$ cat config.mk
export PLATFORM = sky130hd
export DESIGN_NAME = rgb_to_hsv_8bit_unit
export DESIGN_NICKNAME = d
export VERILOG_FILES = /design/src/design/rth_pkg.sv /design/src/design/rgb_to_hsv_8bit_unit.sv /design/src/design/rth_front.sv /design/src/design/rth_div_step.sv /design/src/design/rth_back.sv
export SDC_FILE = /design/constraint.sdc
export NUM_CORES = 1
export LEC_CHECK = 0
export BUFFER_PORTS_ARGS = -buffer_cell sky130_fd_sc_hd__buf_4
export CAP_MARGIN = 10
export CELL_PAD_IN_SITES_DETAIL_PLACEMENT = 0
export CELL_PAD_IN_SITES_GLOBAL_PLACEMENT = 1
export CORE_AREA = 2 2 242 244
export CTS_CLUSTER_SIZE = 8
export DETAILED_ROUTE_END_ITERATION = 16
export DIE_AREA = 0 0 244 246
export HOLD_SLACK_MARGIN = 0.02
export PLACE_DENSITY = 0.68
export SKIP_LAST_GASP = 1
export SLEW_MARGIN = 0
export SYNTH_ARGS = -nofsm -noshare
export SYNTH_HDL_FRONTEND = slang
export SYNTH_SLANG_ARGS = --single-unit
$ cat constraint.sdc
create_clock -name clk_i -period 6.7 [get_ports clk_i]
set_clock_uncertainty 0.2 [all_clocks]
set_input_delay 1.675 -clock clk_i [delete_from_list [all_inputs] [get_ports clk_i]]
set_output_delay 1.675 -clock clk_i [all_outputs]
set_load 0.02 [all_outputs]
$ cat src/design/rth_pkg.sv
// Shared types, constants and divider step function for the RGB to HSV pipeline.
package rth_pkg;

  // Scale constants of the conversion.
  localparam logic [7:0]  SCALE_MAX  = 8'd255;
  localparam logic [15:0] HUE_SPAN   = 16'd43;
  localparam logic [7:0]  GREEN_BASE = 8'd85;
  localparam logic [7:0]  BLUE_BASE  = 8'd170;

  // Number of divider stages, each retiring two quotient bits.
  localparam int unsigned DivStages = 4;

  // Hue sector picked by the largest channel.
  typedef enum logic [1:0] {
    SECT_RED   = 2'd0,
    SECT_GREEN = 2'd1,
    SECT_BLUE  = 2'd2
  } sector_e;

  // One input beat.
  typedef struct packed {
    logic [7:0] alpha_in;
    logic [7:0] red;
    logic [7:0] green;
    logic [7:0] blue;
  } pixel_t;

  // One output beat.
  typedef struct packed {
    logic [7:0] alpha_out;
    logic [7:0] hue;
    logic [7:0] saturation;
    logic [7:0] brightness;
  } hsv_t;

  // Partial state of one long division: remainder, numerator bits still to
  // shift in, and the quotient built so far.
  typedef struct packed {
    logic [7:0] rem;
    logic [7:0] num;
    logic [7:0] quo;
  } div_t;

  // Payload carried between the pipeline stages.
  typedef struct packed {
    logic [7:0] alpha;
    logic [7:0] vmax;
    logic [7:0] chroma;
    sector_e    sector;
    logic       neg;
    div_t       sat_div;
    div_t       hue_div;
  } work_t;

  // One restoring division step: shift in the next numerator bit and
  // subtract the divisor when it fits. The remainder stays below the divisor.
  function automatic div_t div_bit(div_t d, logic [7:0] den);
    logic [8:0] trial;
    div_t       r;
    trial = {d.rem, d.num[7]};
    r     = d;
    r.num = {d.num[6:0], 1'b0};
    if (trial >= {1'b0, den}) begin
      r.rem = 8'(trial - {1'b0, den});
      r.quo = {d.quo[6:0], 1'b1};
    end else begin
      r.rem = trial[7:0];
      r.quo = {d.quo[6:0], 1'b0};
    end
    return r;
  endfunction

endpackage

$ cat src/design/rgb_to_hsv_8bit_unit.sv
// Top level of the RGB to HSV pixel converter.
// Converts one 8-bit ARGB pixel per beat into alpha, hue, saturation and
// brightness, all on a 0..255 scale. The unit accepts one pixel every clock
// cycle while the output side is ready. Each result passes through one front
// stage (max, min, chroma, dividends), four divider stages that each retire
// two quotient bits of both divisions, and one output stage. Stalls on the
// output back up through the valid/ready chain without losing or repeating
// beats. Grey and black pixels give hue and saturation zero.
module rgb_to_hsv_8bit_unit (
  input  logic            clk_i,
  input  logic            rst_ni,
  input  logic            in_valid_i,
  output logic            in_ready_o,
  input  rth_pkg::pixel_t in_pixel_i,
  output logic            out_valid_o,
  input  logic            out_ready_i,
  output rth_pkg::hsv_t   out_hsv_o
);
  import rth_pkg::*;

  logic  valid_s [DivStages+1];
  logic  ready_s [DivStages+1];
  work_t work_s  [DivStages+1];

  // Front stage.
  rth_front u_front (
    .clk_i   (clk_i),
    .rst_ni  (rst_ni),
    .valid_i (in_valid_i),
    .ready_o (in_ready_o),
    .data_i  (in_pixel_i),
    .valid_o (valid_s[0]),
    .ready_i (ready_s[0]),
    .data_o  (work_s[0])
  );

  // Divider stages.
  for (genvar i = 0; i < DivStages; i++) begin : g_div
    rth_div_step u_div (
      .clk_i   (clk_i),
      .rst_ni  (rst_ni),
      .valid_i (valid_s[i]),
      .ready_o (ready_s[i]),
      .data_i  (work_s[i]),
      .valid_o (valid_s[i+1]),
      .ready_i (ready_s[i+1]),
      .data_o  (work_s[i+1])
    );
  end

  // Output stage.
  rth_back u_back (
    .clk_i   (clk_i),
    .rst_ni  (rst_ni),
    .valid_i (valid_s[DivStages]),
    .ready_o (ready_s[DivStages]),
    .data_i  (work_s[DivStages]),
    .valid_o (out_valid_o),
    .ready_i (out_ready_i),
    .data_o  (out_hsv_o)
  );

`ifndef NO_ASSERTIONS
  // A grey or black pixel has no hue.
  a_grey_hue: assert property (@(posedge clk_i) disable iff (!rst_ni)
    out_valid_o && out_hsv_o.saturation == 8'd0 |-> out_hsv_o.hue == 8'd0)
    else $error("hue set on a grey pixel");

  // Black has no saturation.
  a_black_sat: assert property (@(posedge clk_i) disable iff (!rst_ni)
    out_valid_o && out_hsv_o.brightness == 8'd0 |-> out_hsv_o.saturation == 8'd0)
    else $error("saturation set on a black pixel");

  // With the last divider stage and the output stage both empty, no result
  // can show up in the next cycle.
  a_latency: assert property (@(posedge clk_i) disable iff (!rst_ni)
    in_valid_i && in_ready_o && !out_valid_o && !valid_s[DivStages] |=> !out_valid_o)
    else $error("result appeared too early");
`endif

endmodule

$ cat src/design/rth_front.sv
// First stage: channel max and min, chroma, hue sector and the two dividends.
module rth_front (
  input  logic            clk_i,
  input  logic            rst_ni,
  input  logic            valid_i,
  output logic            ready_o,
  input  rth_pkg::pixel_t data_i,
  output logic            valid_o,
  input  logic            ready_i,
  output rth_pkg::work_t  data_o
);
  import rth_pkg::*;

  logic              valid_q, valid_d;
  work_t             work_q, work_d;
  logic [7:0]        vmax, vmin;
  logic signed [8:0] diff;
  logic [7:0]        mag;
  logic [15:0]       sat_num, hue_num;
  logic              load;

  // Stage advances when empty or when the next stage takes its beat.
  assign ready_o = !valid_q || ready_i;
  assign load    = valid_i && ready_o;

  // Largest and smallest channel.
  always_comb begin
    vmax = data_i.red;
    vmin = data_i.red;
    if (data_i.green > vmax) vmax = data_i.green;
    if (data_i.blue > vmax)  vmax = data_i.blue;
    if (data_i.green < vmin) vmin = data_i.green;
    if (data_i.blue < vmin)  vmin = data_i.blue;
  end

  // Sector choice, red wins ties, then green; signed channel difference.
  always_comb begin
    work_d        = '0;
    work_d.alpha  = data_i.alpha_in;
    work_d.vmax   = vmax;
    work_d.chroma = vmax - vmin;
    if (vmax == data_i.red) begin
      work_d.sector = SECT_RED;
      diff = $signed({1'b0, data_i.green}) - $signed({1'b0, data_i.blue});
    end else if (vmax == data_i.green) begin
      work_d.sector = SECT_GREEN;
      diff = $signed({1'b0, data_i.blue}) - $signed({1'b0, data_i.red});
    end else begin
      work_d.sector = SECT_BLUE;
      diff = $signed({1'b0, data_i.red}) - $signed({1'b0, data_i.green});
    end
    work_d.neg = diff[8];
    mag        = diff[8] ? 8'(-diff) : diff[7:0];

    // Dividends 255*chroma and 43*|diff|; both quotients fit in eight bits,
    // so the upper byte already sits below the divisor.
    sat_num = {work_d.chroma, 8'd0} - {8'd0, work_d.chroma};
    hue_num = 16'({8'd0, mag} * HUE_SPAN);

    work_d.sat_div.rem = sat_num[15:8];
    work_d.sat_div.num = sat_num[7:0];
    work_d.sat_div.quo = '0;
    work_d.hue_div.rem = hue_num[15:8];
    work_d.hue_div.num = hue_num[7:0];
    work_d.hue_div.quo = '0;
  end

  assign valid_d = ready_o ? valid_i : valid_q;

  always_ff @(posedge clk_i or negedge rst_ni) begin
    if (!rst_ni) begin
      valid_q <= 1'b0;
    end else begin
      valid_q <= valid_d;
    end
  end

  always_ff @(posedge clk_i) begin
    if (load) begin
      work_q <= work_d;
    end
  end

  assign valid_o = valid_q;
  assign data_o  = work_q;

endmodule

$ cat src/design/rth_div_step.sv
// Divider stage: two quotient bits of both the saturation and hue divisions.
module rth_div_step (
  input  logic           clk_i,
  input  logic           rst_ni,
  input  logic           valid_i,
  output logic           ready_o,
  input  rth_pkg::work_t data_i,
  output logic           valid_o,
  input  logic           ready_i,
  output rth_pkg::work_t data_o
);
  import rth_pkg::*;

  logic  valid_q, valid_d;
  work_t work_q, work_d;
  logic  load;

  assign ready_o = !valid_q || ready_i;
  assign load    = valid_i && ready_o;

  // Two restoring steps per division; saturation divides by value, hue by chroma.
  always_comb begin
    work_d         = data_i;
    work_d.sat_div = div_bit(div_bit(data_i.sat_div, data_i.vmax), data_i.vmax);
    work_d.hue_div = div_bit(div_bit(data_i.hue_div, data_i.chroma), data_i.chroma);
  end

  assign valid_d = ready_o ? valid_i : valid_q;

  always_ff @(posedge clk_i or negedge rst_ni) begin
    if (!rst_ni) begin
      valid_q <= 1'b0;
    end else begin
      valid_q <= valid_d;
    end
  end

  always_ff @(posedge clk_i) begin
    if (load) begin
      work_q <= work_d;
    end
  end

  assign valid_o = valid_q;
  assign data_o  = work_q;

`ifndef NO_ASSERTIONS
  // The saturation remainder stays below a nonzero value.
  a_sat_rem: assert property (@(posedge clk_i) disable iff (!rst_ni)
    valid_q && work_q.vmax != 8'd0 |-> work_q.sat_div.rem < work_q.vmax)
    else $error("saturation remainder not below divisor");

  // The hue remainder stays below a nonzero chroma.
  a_hue_rem: assert property (@(posedge clk_i) disable iff (!rst_ni)
    valid_q && work_q.chroma != 8'd0 |-> work_q.hue_div.rem < work_q.chroma)
    else $error("hue remainder not below divisor");

  // Chroma never exceeds the value it came from.
  a_chroma: assert property (@(posedge clk_i) disable iff (!rst_ni)
    valid_q |-> work_q.chroma <= work_q.vmax)
    else $error("chroma above value");
`endif

endmodule

$ cat src/design/rth_back.sv
// Last stage: hue offset by sector, sign handling, grey case, output register.
module rth_back (
  input  logic           clk_i,
  input  logic           rst_ni,
  input  logic           valid_i,
  output logic           ready_o,
  input  rth_pkg::work_t data_i,
  output logic           valid_o,
  input  logic           ready_i,
  output rth_pkg::hsv_t  data_o
);
  import rth_pkg::*;

  logic       valid_q, valid_d;
  hsv_t       hsv_q, hsv_d;
  logic [7:0] q;
  logic       load;

  assign ready_o = !valid_q || ready_i;
  assign load    = valid_i && ready_o;
  assign q       = data_i.hue_div.quo;

  // Quotient of 43*diff/chroma truncates toward zero, so the sign is applied
  // to the magnitude quotient. A negative red hue wraps by adding 255.
  // A black pixel divides by zero value, so its saturation is forced to zero.
  always_comb begin
    hsv_d.alpha_out  = data_i.alpha;
    hsv_d.brightness = data_i.vmax;
    hsv_d.saturation = (data_i.vmax != 8'd0) ? data_i.sat_div.quo : 8'd0;
    hsv_d.hue        = '0;
    if (data_i.chroma != 8'd0) begin
      case (data_i.sector)
        SECT_RED: begin
          hsv_d.hue = (data_i.neg && q != 8'd0) ? SCALE_MAX - q : q;
        end
        SECT_GREEN: begin
          hsv_d.hue = data_i.neg ? GREEN_BASE - q : GREEN_BASE + q;
        end
        SECT_BLUE: begin
          hsv_d.hue = data_i.neg ? BLUE_BASE - q : BLUE_BASE + q;
        end
        default: begin
          hsv_d.hue = '0;
        end
      endcase
    end
  end

  assign valid_d = ready_o ? valid_i : valid_q;

  always_ff @(posedge clk_i or negedge rst_ni) begin
    if (!rst_ni) begin
      valid_q <= 1'b0;
    end else begin
      valid_q <= valid_d;
    end
  end

  always_ff @(posedge clk_i) begin
    if (load) begin
      hsv_q <= hsv_d;
    end
  end

  assign valid_o = valid_q;
  assign data_o  = hsv_q;

endmodule

==> results.tsv, run 1 <==
stage	metric	value	unit
clock_tree	clk_latency	0.54	ns
clock_tree	numClockSinks	311	
floorplanning	initial_core_util	34.7	%
drt	firstDrtPassIters	5	
drt	postRouteAntennaNets	0	
critical_path	r2r-end	g_div[0].u_div.data_o[46]	
clock_tree	cts_buffers	44	
logic_synthesis	synth-seq-cells	311	
floorplanning	num_rows	88	
drt	vias	13900	
finish	area_growth	26.0	%
sta	rsz0062_at_grt	yes	
drt	vias_per_cell	4.77	
sta	min_period	8.47	ns
sta	slew_headroom	36.9	%
run_status	outcome	complete, but fails checks	
logic_synthesis	netlist_area	19900	um2
critical_path	rr_worst_depth	26	
finish	final_common_cell	edfxtp_1	
placement	place_hpwl	34700	um
critical_path	reg2reg_setup_slack	0.80	ns
clock_tree	htreeDepth	2	
sta	drv_slew	0	
sta	finalCritPeriodShare	126	%
critical_path	crit_path_max_fanout	8	
critical_path	worstReg2RegStart	u_front.data_o[60]	
floorplanning	die_area	60000	um2
global_routing	track_usage	14.8	%
drt	wl_per_cell	15.2	um
finish	final_cell_mix	305 x edfxtp_1, 294 x buf_4, 209 x inv_1	
min_path	hold_start	g_div[2].u_div.data_o[71]	
critical_path	timing.critical_path.mode_cell	ha_4	
critical_path	crit_required	6.79	ns
logic_synthesis	yosysTopAreaCellShare	46.1	%
sta	final.setup.tns	-15.01	ns
logic_synthesis	synth_nets	2076	
sta	postLayoutSetupSlackWorst	-1.77	ns
drt	wl	44100	um
clock_tree	clk_pin_slew	0.06	ns
logic_synthesis	synth_top_area_cell	edfxtp_1	
drt	drtIter0Drc	509	
placement	gp_congestion	0.843	
clock_tree	cts_tree	built	
floorplanning	die_h	246	um
critical_path	arrival	8.57	ns
sta	setup_violations	23	
sta	hold_viol	0	
global_routing	grt_pass1_wl	71900	um
drt	route.detailed.drc	0	
global_routing	antenna_found_initial	2	
critical_path	cpPeakStageDelay	0.46	ns
min_path	holdPathEnd	g_div[3].u_div.data_o[71]	
min_path	hold_path.class	flop to flop	
global_routing	gr-total-overflow	0	
placement	io_buffer_count	69	
critical_path	critPathCaptureType	flop	
logic_synthesis	synth_edf_count	305	
global_routing	grt_pass1_vias	14400	
logic_synthesis	synth_ff_type	edfxtp_1	
sta	clock.fmax	118	MHz
finish	layout-drive-gt1-share	25.6	%
critical_path	path_class	input port to flop	
run_status	failed_checks	negative setup slack	
floorplanning	core_area	57400	um2
logic_synthesis	synth_cell_type_count	72	
floorplanning	io_pins	70	
finish	antenna_cells	0	
critical_path	startpoint_type	input port	
clock_tree	cts_buffer_depth	3	
finish	nets	2408	
logic_synthesis	syn_inst	1800	
job	cap_violations	0	
sta	worstMarginPinSlew	0.944	ns
critical_path	crit_path_top_delay_cell	fa_2	
clock_tree	hold_buffers	0	
logic_synthesis	async_reset_ff_share	1.93	%
logic_synthesis	synth_area_leaders	edfxtp_1 46%, ha_1 13%, inv_1 4.0%, xnor2_1 3.9%, mux2_2 3.7%	
logic_synthesis	ys.warnings.count	0	
global_routing	grt_max_degree	59	
logic_synthesis	avgSynthCellArea	11.0	um2
logic_synthesis	synth_seq_area_share	46.8	%
clock_tree	cts-root-buf	clkbuf_16	
min_path	whs_path_depth	0	
floorplanning	fp.dieW	244	um
-- layout make-up --
type,count,area (um2)
repair buffers,312,2430
clock buffers,53,1130
multi-input cells,1246,10300
fillers,5311,32300
well taps,765,957
flip-flops and latches,311,9310
clock inverters,3,45.0
inverters,217,830
-- cells in the mapped netlist, drive strengths merged (7+ instances only) --
cell,instances
a31oi,8
ha,213
nor3,9
o21a,8
a21boi,21
xor2,38
xnor2,90
and2,16
a21oi,121
a21o,42
or4,7
mux2i,20
edfxtp,305
nand4,28
inv,216
mux2,66
nand2b,31
fa,27
o21ai,123
nor2b,39
nor2,132
nand3,16
clkbuf,21
o31ai,8
o21bai,16
nand2,107
-- how the worst max path moves through the flow --
stage                         endpoint  slack, ns  depth (start not counted)           start
floorplan           u_front.data_o[21]      -2.07                         39  in_pixel_i[13]
CTS                 u_front.data_o[21]      -1.66                         39  in_pixel_i[14]
detailed placement  u_front.data_o[21]      -2.49                         38  in_pixel_i[12]
global placement    u_front.data_o[21]      -2.28                         40  in_pixel_i[12]
finish              u_front.data_o[21]      -1.77                         41  in_pixel_i[13]
global route        u_front.data_o[21]      -2.10                         41  in_pixel_i[13]
-- timing repair --
action | CTS | global route
cloned | 1 | 0
endpoints found under the setup margin | 23 | 25
buffers inserted | 19 | 14
pin swaps | 33 | 43
resized for setup | 76 | 31
-- cells by family after synthesis --
| logic type | count (synthesis) | share of synthesized area [%] |
|---|---|---|
| AOI/OAI and AO/OA | 382 | 11.9 |
| muxes | 86 | 4.83 |
| and+or+nand+nor | 410 | 9.92 |
| adders and majority gates | 240 | 16.1 |
| xor gates and xnor gates | 128 | 5.75 |
| buffers and inverters | 243 | 4.63 |
| DFF | 311 | 46.8 |
-- sequential cells by signal, summed over array words and instances (netlist names) --
name                 flops
u_front.valid_o          1
g_div.u_div.valid_o      4
u_back.data_o           32
u_back.valid_o           1
g_div.u_div.data_o     217
u_front.data_o          56
-- through the flow --
stage / std cells / hold slack (ns) / instance area (um2) / utilization (%) / worst slack (ns)
final: 2907 / 0.208 / 25100 / 43.7 / -1.77
after global routing: 2907 / 0.219 / 25100 / 43.7 / -2.10
after CTS: 2897 / 0.212 / 24800 / 43.3 / -1.66
after detailed placement: 2821 / 0.205 / 23100 / 40.3 / -2.49
after global placement: 2821 / 0.203 / 23100 / 40.3 / -2.28
after floorplan: 1800 / 0.200 / 20100 / - / -2.07
-- layer usage --
metal	vias to the layer above	track usage, %	part of all wire (%)
met3	69	1.95	3.6
li1	7065	-	-
met1	6506	18.0	44
met2	224	27.0	50
met4	0	4.41	2.4
met5	-	0	0
-- critical path: cells and delay by family --
kind | cells | cell delay, ns
AO/OA/AOI/OAI | 12 | 2.22
XOR/XNOR | 2 | 0.30
AND/OR/NAND/NOR | 13 | 1.16
buffers and inverters | 5 | 0.65
adder cells (fa/ha/maj) | 7 | 2.03
multiplexers | 2 | 0.53
Power of run 1 is left out: the tool's default activity adds up to more than one toggle a clock period on the data nets, which glitch-free logic cannot reach.
==> run 2: changes to the inputs <==
--- a/config.mk
+++ b/config.mk
@@ -11,8 +11,8 @@
 export CELL_PAD_IN_SITES_GLOBAL_PLACEMENT = 1
-export CORE_AREA = 2 2 242 244
+export CORE_AREA = 2 2 216 218
 export CTS_CLUSTER_SIZE = 8
 export DETAILED_ROUTE_END_ITERATION = 16
-export DIE_AREA = 0 0 244 246
+export DIE_AREA = 0 0 218 220
 export HOLD_SLACK_MARGIN = 0.02
-export PLACE_DENSITY = 0.68
+export PLACE_DENSITY = 0.8
 export SKIP_LAST_GASP = 1
--- a/constraint.sdc
+++ b/constraint.sdc
@@ -4,2 +4,2 @@
 set_output_delay 1.675 -clock clk_i [all_outputs]
-set_load 0.02 [all_outputs]
+set_load 0.05 [all_outputs]
==> run 2 against run 1 <==
- sequential cell count is the same
- global-route usage grew 3.8 points
- critical path depth grew 2
- sequential share of layout area grew 0.10 points
- hold slack gained 0.0025 ns
- via count grew 1.5%
- non-clock buffer count grew 9
- the flow still finishes with violations (negative setup slack)
- core utilization grew 11 points
- clock-buffer cell count grew 9
- die area shrank 20%
- first-iteration DRC count grew 14%
==> results.tsv, run 2 (synthesis results as in run 1) <==
stage	metric	value	unit
run_status	outcome	complete, but fails checks	
run_status	failed_checks	negative setup slack	
critical_path	worstReg2RegStart	u_front.data_o[60]	
global_routing	grt_max_degree	59	
floorplanning	initial_core_util	43.4	%
drt	route.detailed.drc	0	
drt	vias	14100	
critical_path	path_class	input port to flop	
finish	final_cell_mix	305 x edfxtp_1, 298 x buf_4, 206 x inv_1	
sta	final.setup.tns	-13.91	ns
sta	clock.fmax	119	MHz
clock_tree	cts_tree	built	
critical_path	r2r-end	g_div[0].u_div.data_o[43]	
finish	antenna_cells	0	
critical_path	startpoint_type	input port	
critical_path	cp-endpoint	u_front.data_o[21]	
critical_path	critical_path.startpoint	in_pixel_i[13]	
floorplanning	die_area	48000	um2
global_routing	gr-total-overflow	0	
critical_path	rr_worst_depth	26	
min_path	hold_path.class	flop to flop	
critical_path	crit_required	6.80	ns
sta	hold_slack	0.210	ns
drt	postRouteAntennaNets	0	
finish	area_growth	25.6	%
clock_tree	clk_pin_slew	0.05	ns
sta	worstMarginPinSlew	0.948	ns
drt	wl	43900	um
drt	vias_per_cell	5.09	
sta	setup_violations	21	
drt	drtIter0Drc	578	
critical_path	crit_path_max_fanout	8	
sta	hold_viol	0	
placement	io_buffer_count	69	
clock_tree	cts_buffer_depth	3	
drt	firstDrtPassIters	5	
floorplanning	num_rows	79	
finish	final_common_cell	edfxtp_1	
global_routing	grt_pass1_vias	14300	
critical_path	critPathCaptureType	flop	
sta	drv_slew	0	
global_routing	grt_pass1_wl	71300	um
sta	slew_headroom	36.7	%
floorplanning	fp.dieW	218	um
critical_path	reg2reg_setup_slack	0.75	ns
drt	wl_per_cell	15.9	um
critical_path	crit_path_top_delay_cell	fa_1	
sta	finalCritPeriodShare	126	%
floorplanning	die_h	220	um
clock_tree	hold_buffers	0	
clock_tree	numClockSinks	311	
critical_path	arrival	8.54	ns
sta	rsz0062_at_grt	yes	
critical_path	cpPeakStageDelay	0.52	ns
clock_tree	cts-root-buf	clkbuf_16	
finish	layout-drive-gt1-share	26.4	%
clock_tree	htreeDepth	2	
floorplanning	core_area	45900	um2
global_routing	antenna_found_initial	0	
floorplanning	io_pins	70	
job	cap_violations	0	
placement	place_hpwl	33700	um
placement	gp_congestion	0.915	
sta	min_period	8.44	ns
global_routing	track_usage	18.5	%
clock_tree	clk_latency	0.55	ns
clock_tree	cts_buffers	44	
finish	nets	2417	
finish	largest_reg_flops	217	
sta	postLayoutSetupSlackWorst	-1.74	ns
-- run 2: changes by cell type in the layout (fill, tap and decap cells not counted), sizes merged --
cell,previous run,this run
buf,312,321
inv,217,215
clkbuf,53,62
-- run 2: final cells by class --
class / count / area, um2
timing repair buffer: 321 / 2510
clock buffer: 62 / 1210
multi-input combinational: 1246 / 10400
tap: 607 / 759
clock inverter: 1 / 16.3
sequential: 311 / 9310
inverter: 217 / 827
fill: 3961 / 20900
-- run 2: per-layer routing --
layer | up-vias | GRT usage [%] | wire [um]
met5 | - | 0 | 0
met4 | 0 | 6.71 | 1350
met3 | 84 | 2.36 | 1320
met2 | 226 | 34.1 | 22700
met1 | 6662 | 22.1 | 18500
li1 | 7095 | - | -
-- run 2: repair_timing --
item,in CTS,in global routing
buffers inserted,24,16
gates cloned,1,0
endpoints found under the setup margin,22,25
pin swaps,52,49
resized for setup,73,46
-- run 2: how the worst min path moves through the flow --
stage / slack, ns / from / depth (start not counted) / to
after detailed placement: 0.20 / u_front.data_o[13] / 0 / g_div[0].u_div.data_o[15]
after global routing: 0.22 / u_front.data_o[13] / 0 / g_div[0].u_div.data_o[15]
final: 0.21 / g_div[3].u_div.data_o[71] / 0 / u_back.data_o[28]
after floorplan: 0.20 / u_front.data_o[8] / 0 / g_div[0].u_div.data_o[10]
after CTS: 0.21 / u_front.data_o[36] / 0 / g_div[0].u_div.data_o[38]
after global placement: 0.20 / u_front.data_o[69] / 0 / g_div[0].u_div.data_o[69]
-- run 2: stage by stage --
| step | util [%] | cells | setup WS, ns | area [um2] |
|---|---|---|---|---|
| 3_5_place_dp | 49.9 | 2662 | -2.42 | 22900 |
| 4_1_cts | 53.8 | 2750 | -1.67 | 24700 |
| 5_1_grt | 54.5 | 2765 | -2.05 | 25000 |
| 3_3_place_gp | 49.9 | 2662 | -2.19 | 22900 |
| 6_report | 54.5 | 2765 | -1.74 | 25000 |
| 2_1_floorplan | - | 1800 | -2.07 | 20100 |
-- run 2: worst max-delay path, delay by kind of cell --
family          cells  cell delay (ns)
xor+xnor            3             0.46
fa+ha+maj           6             1.67
compound gates     14             2.37
simple gates       11             1.24
mux                 1             0.20
buf+inv             8             0.89
Power of run 2 is left out for the same reason.
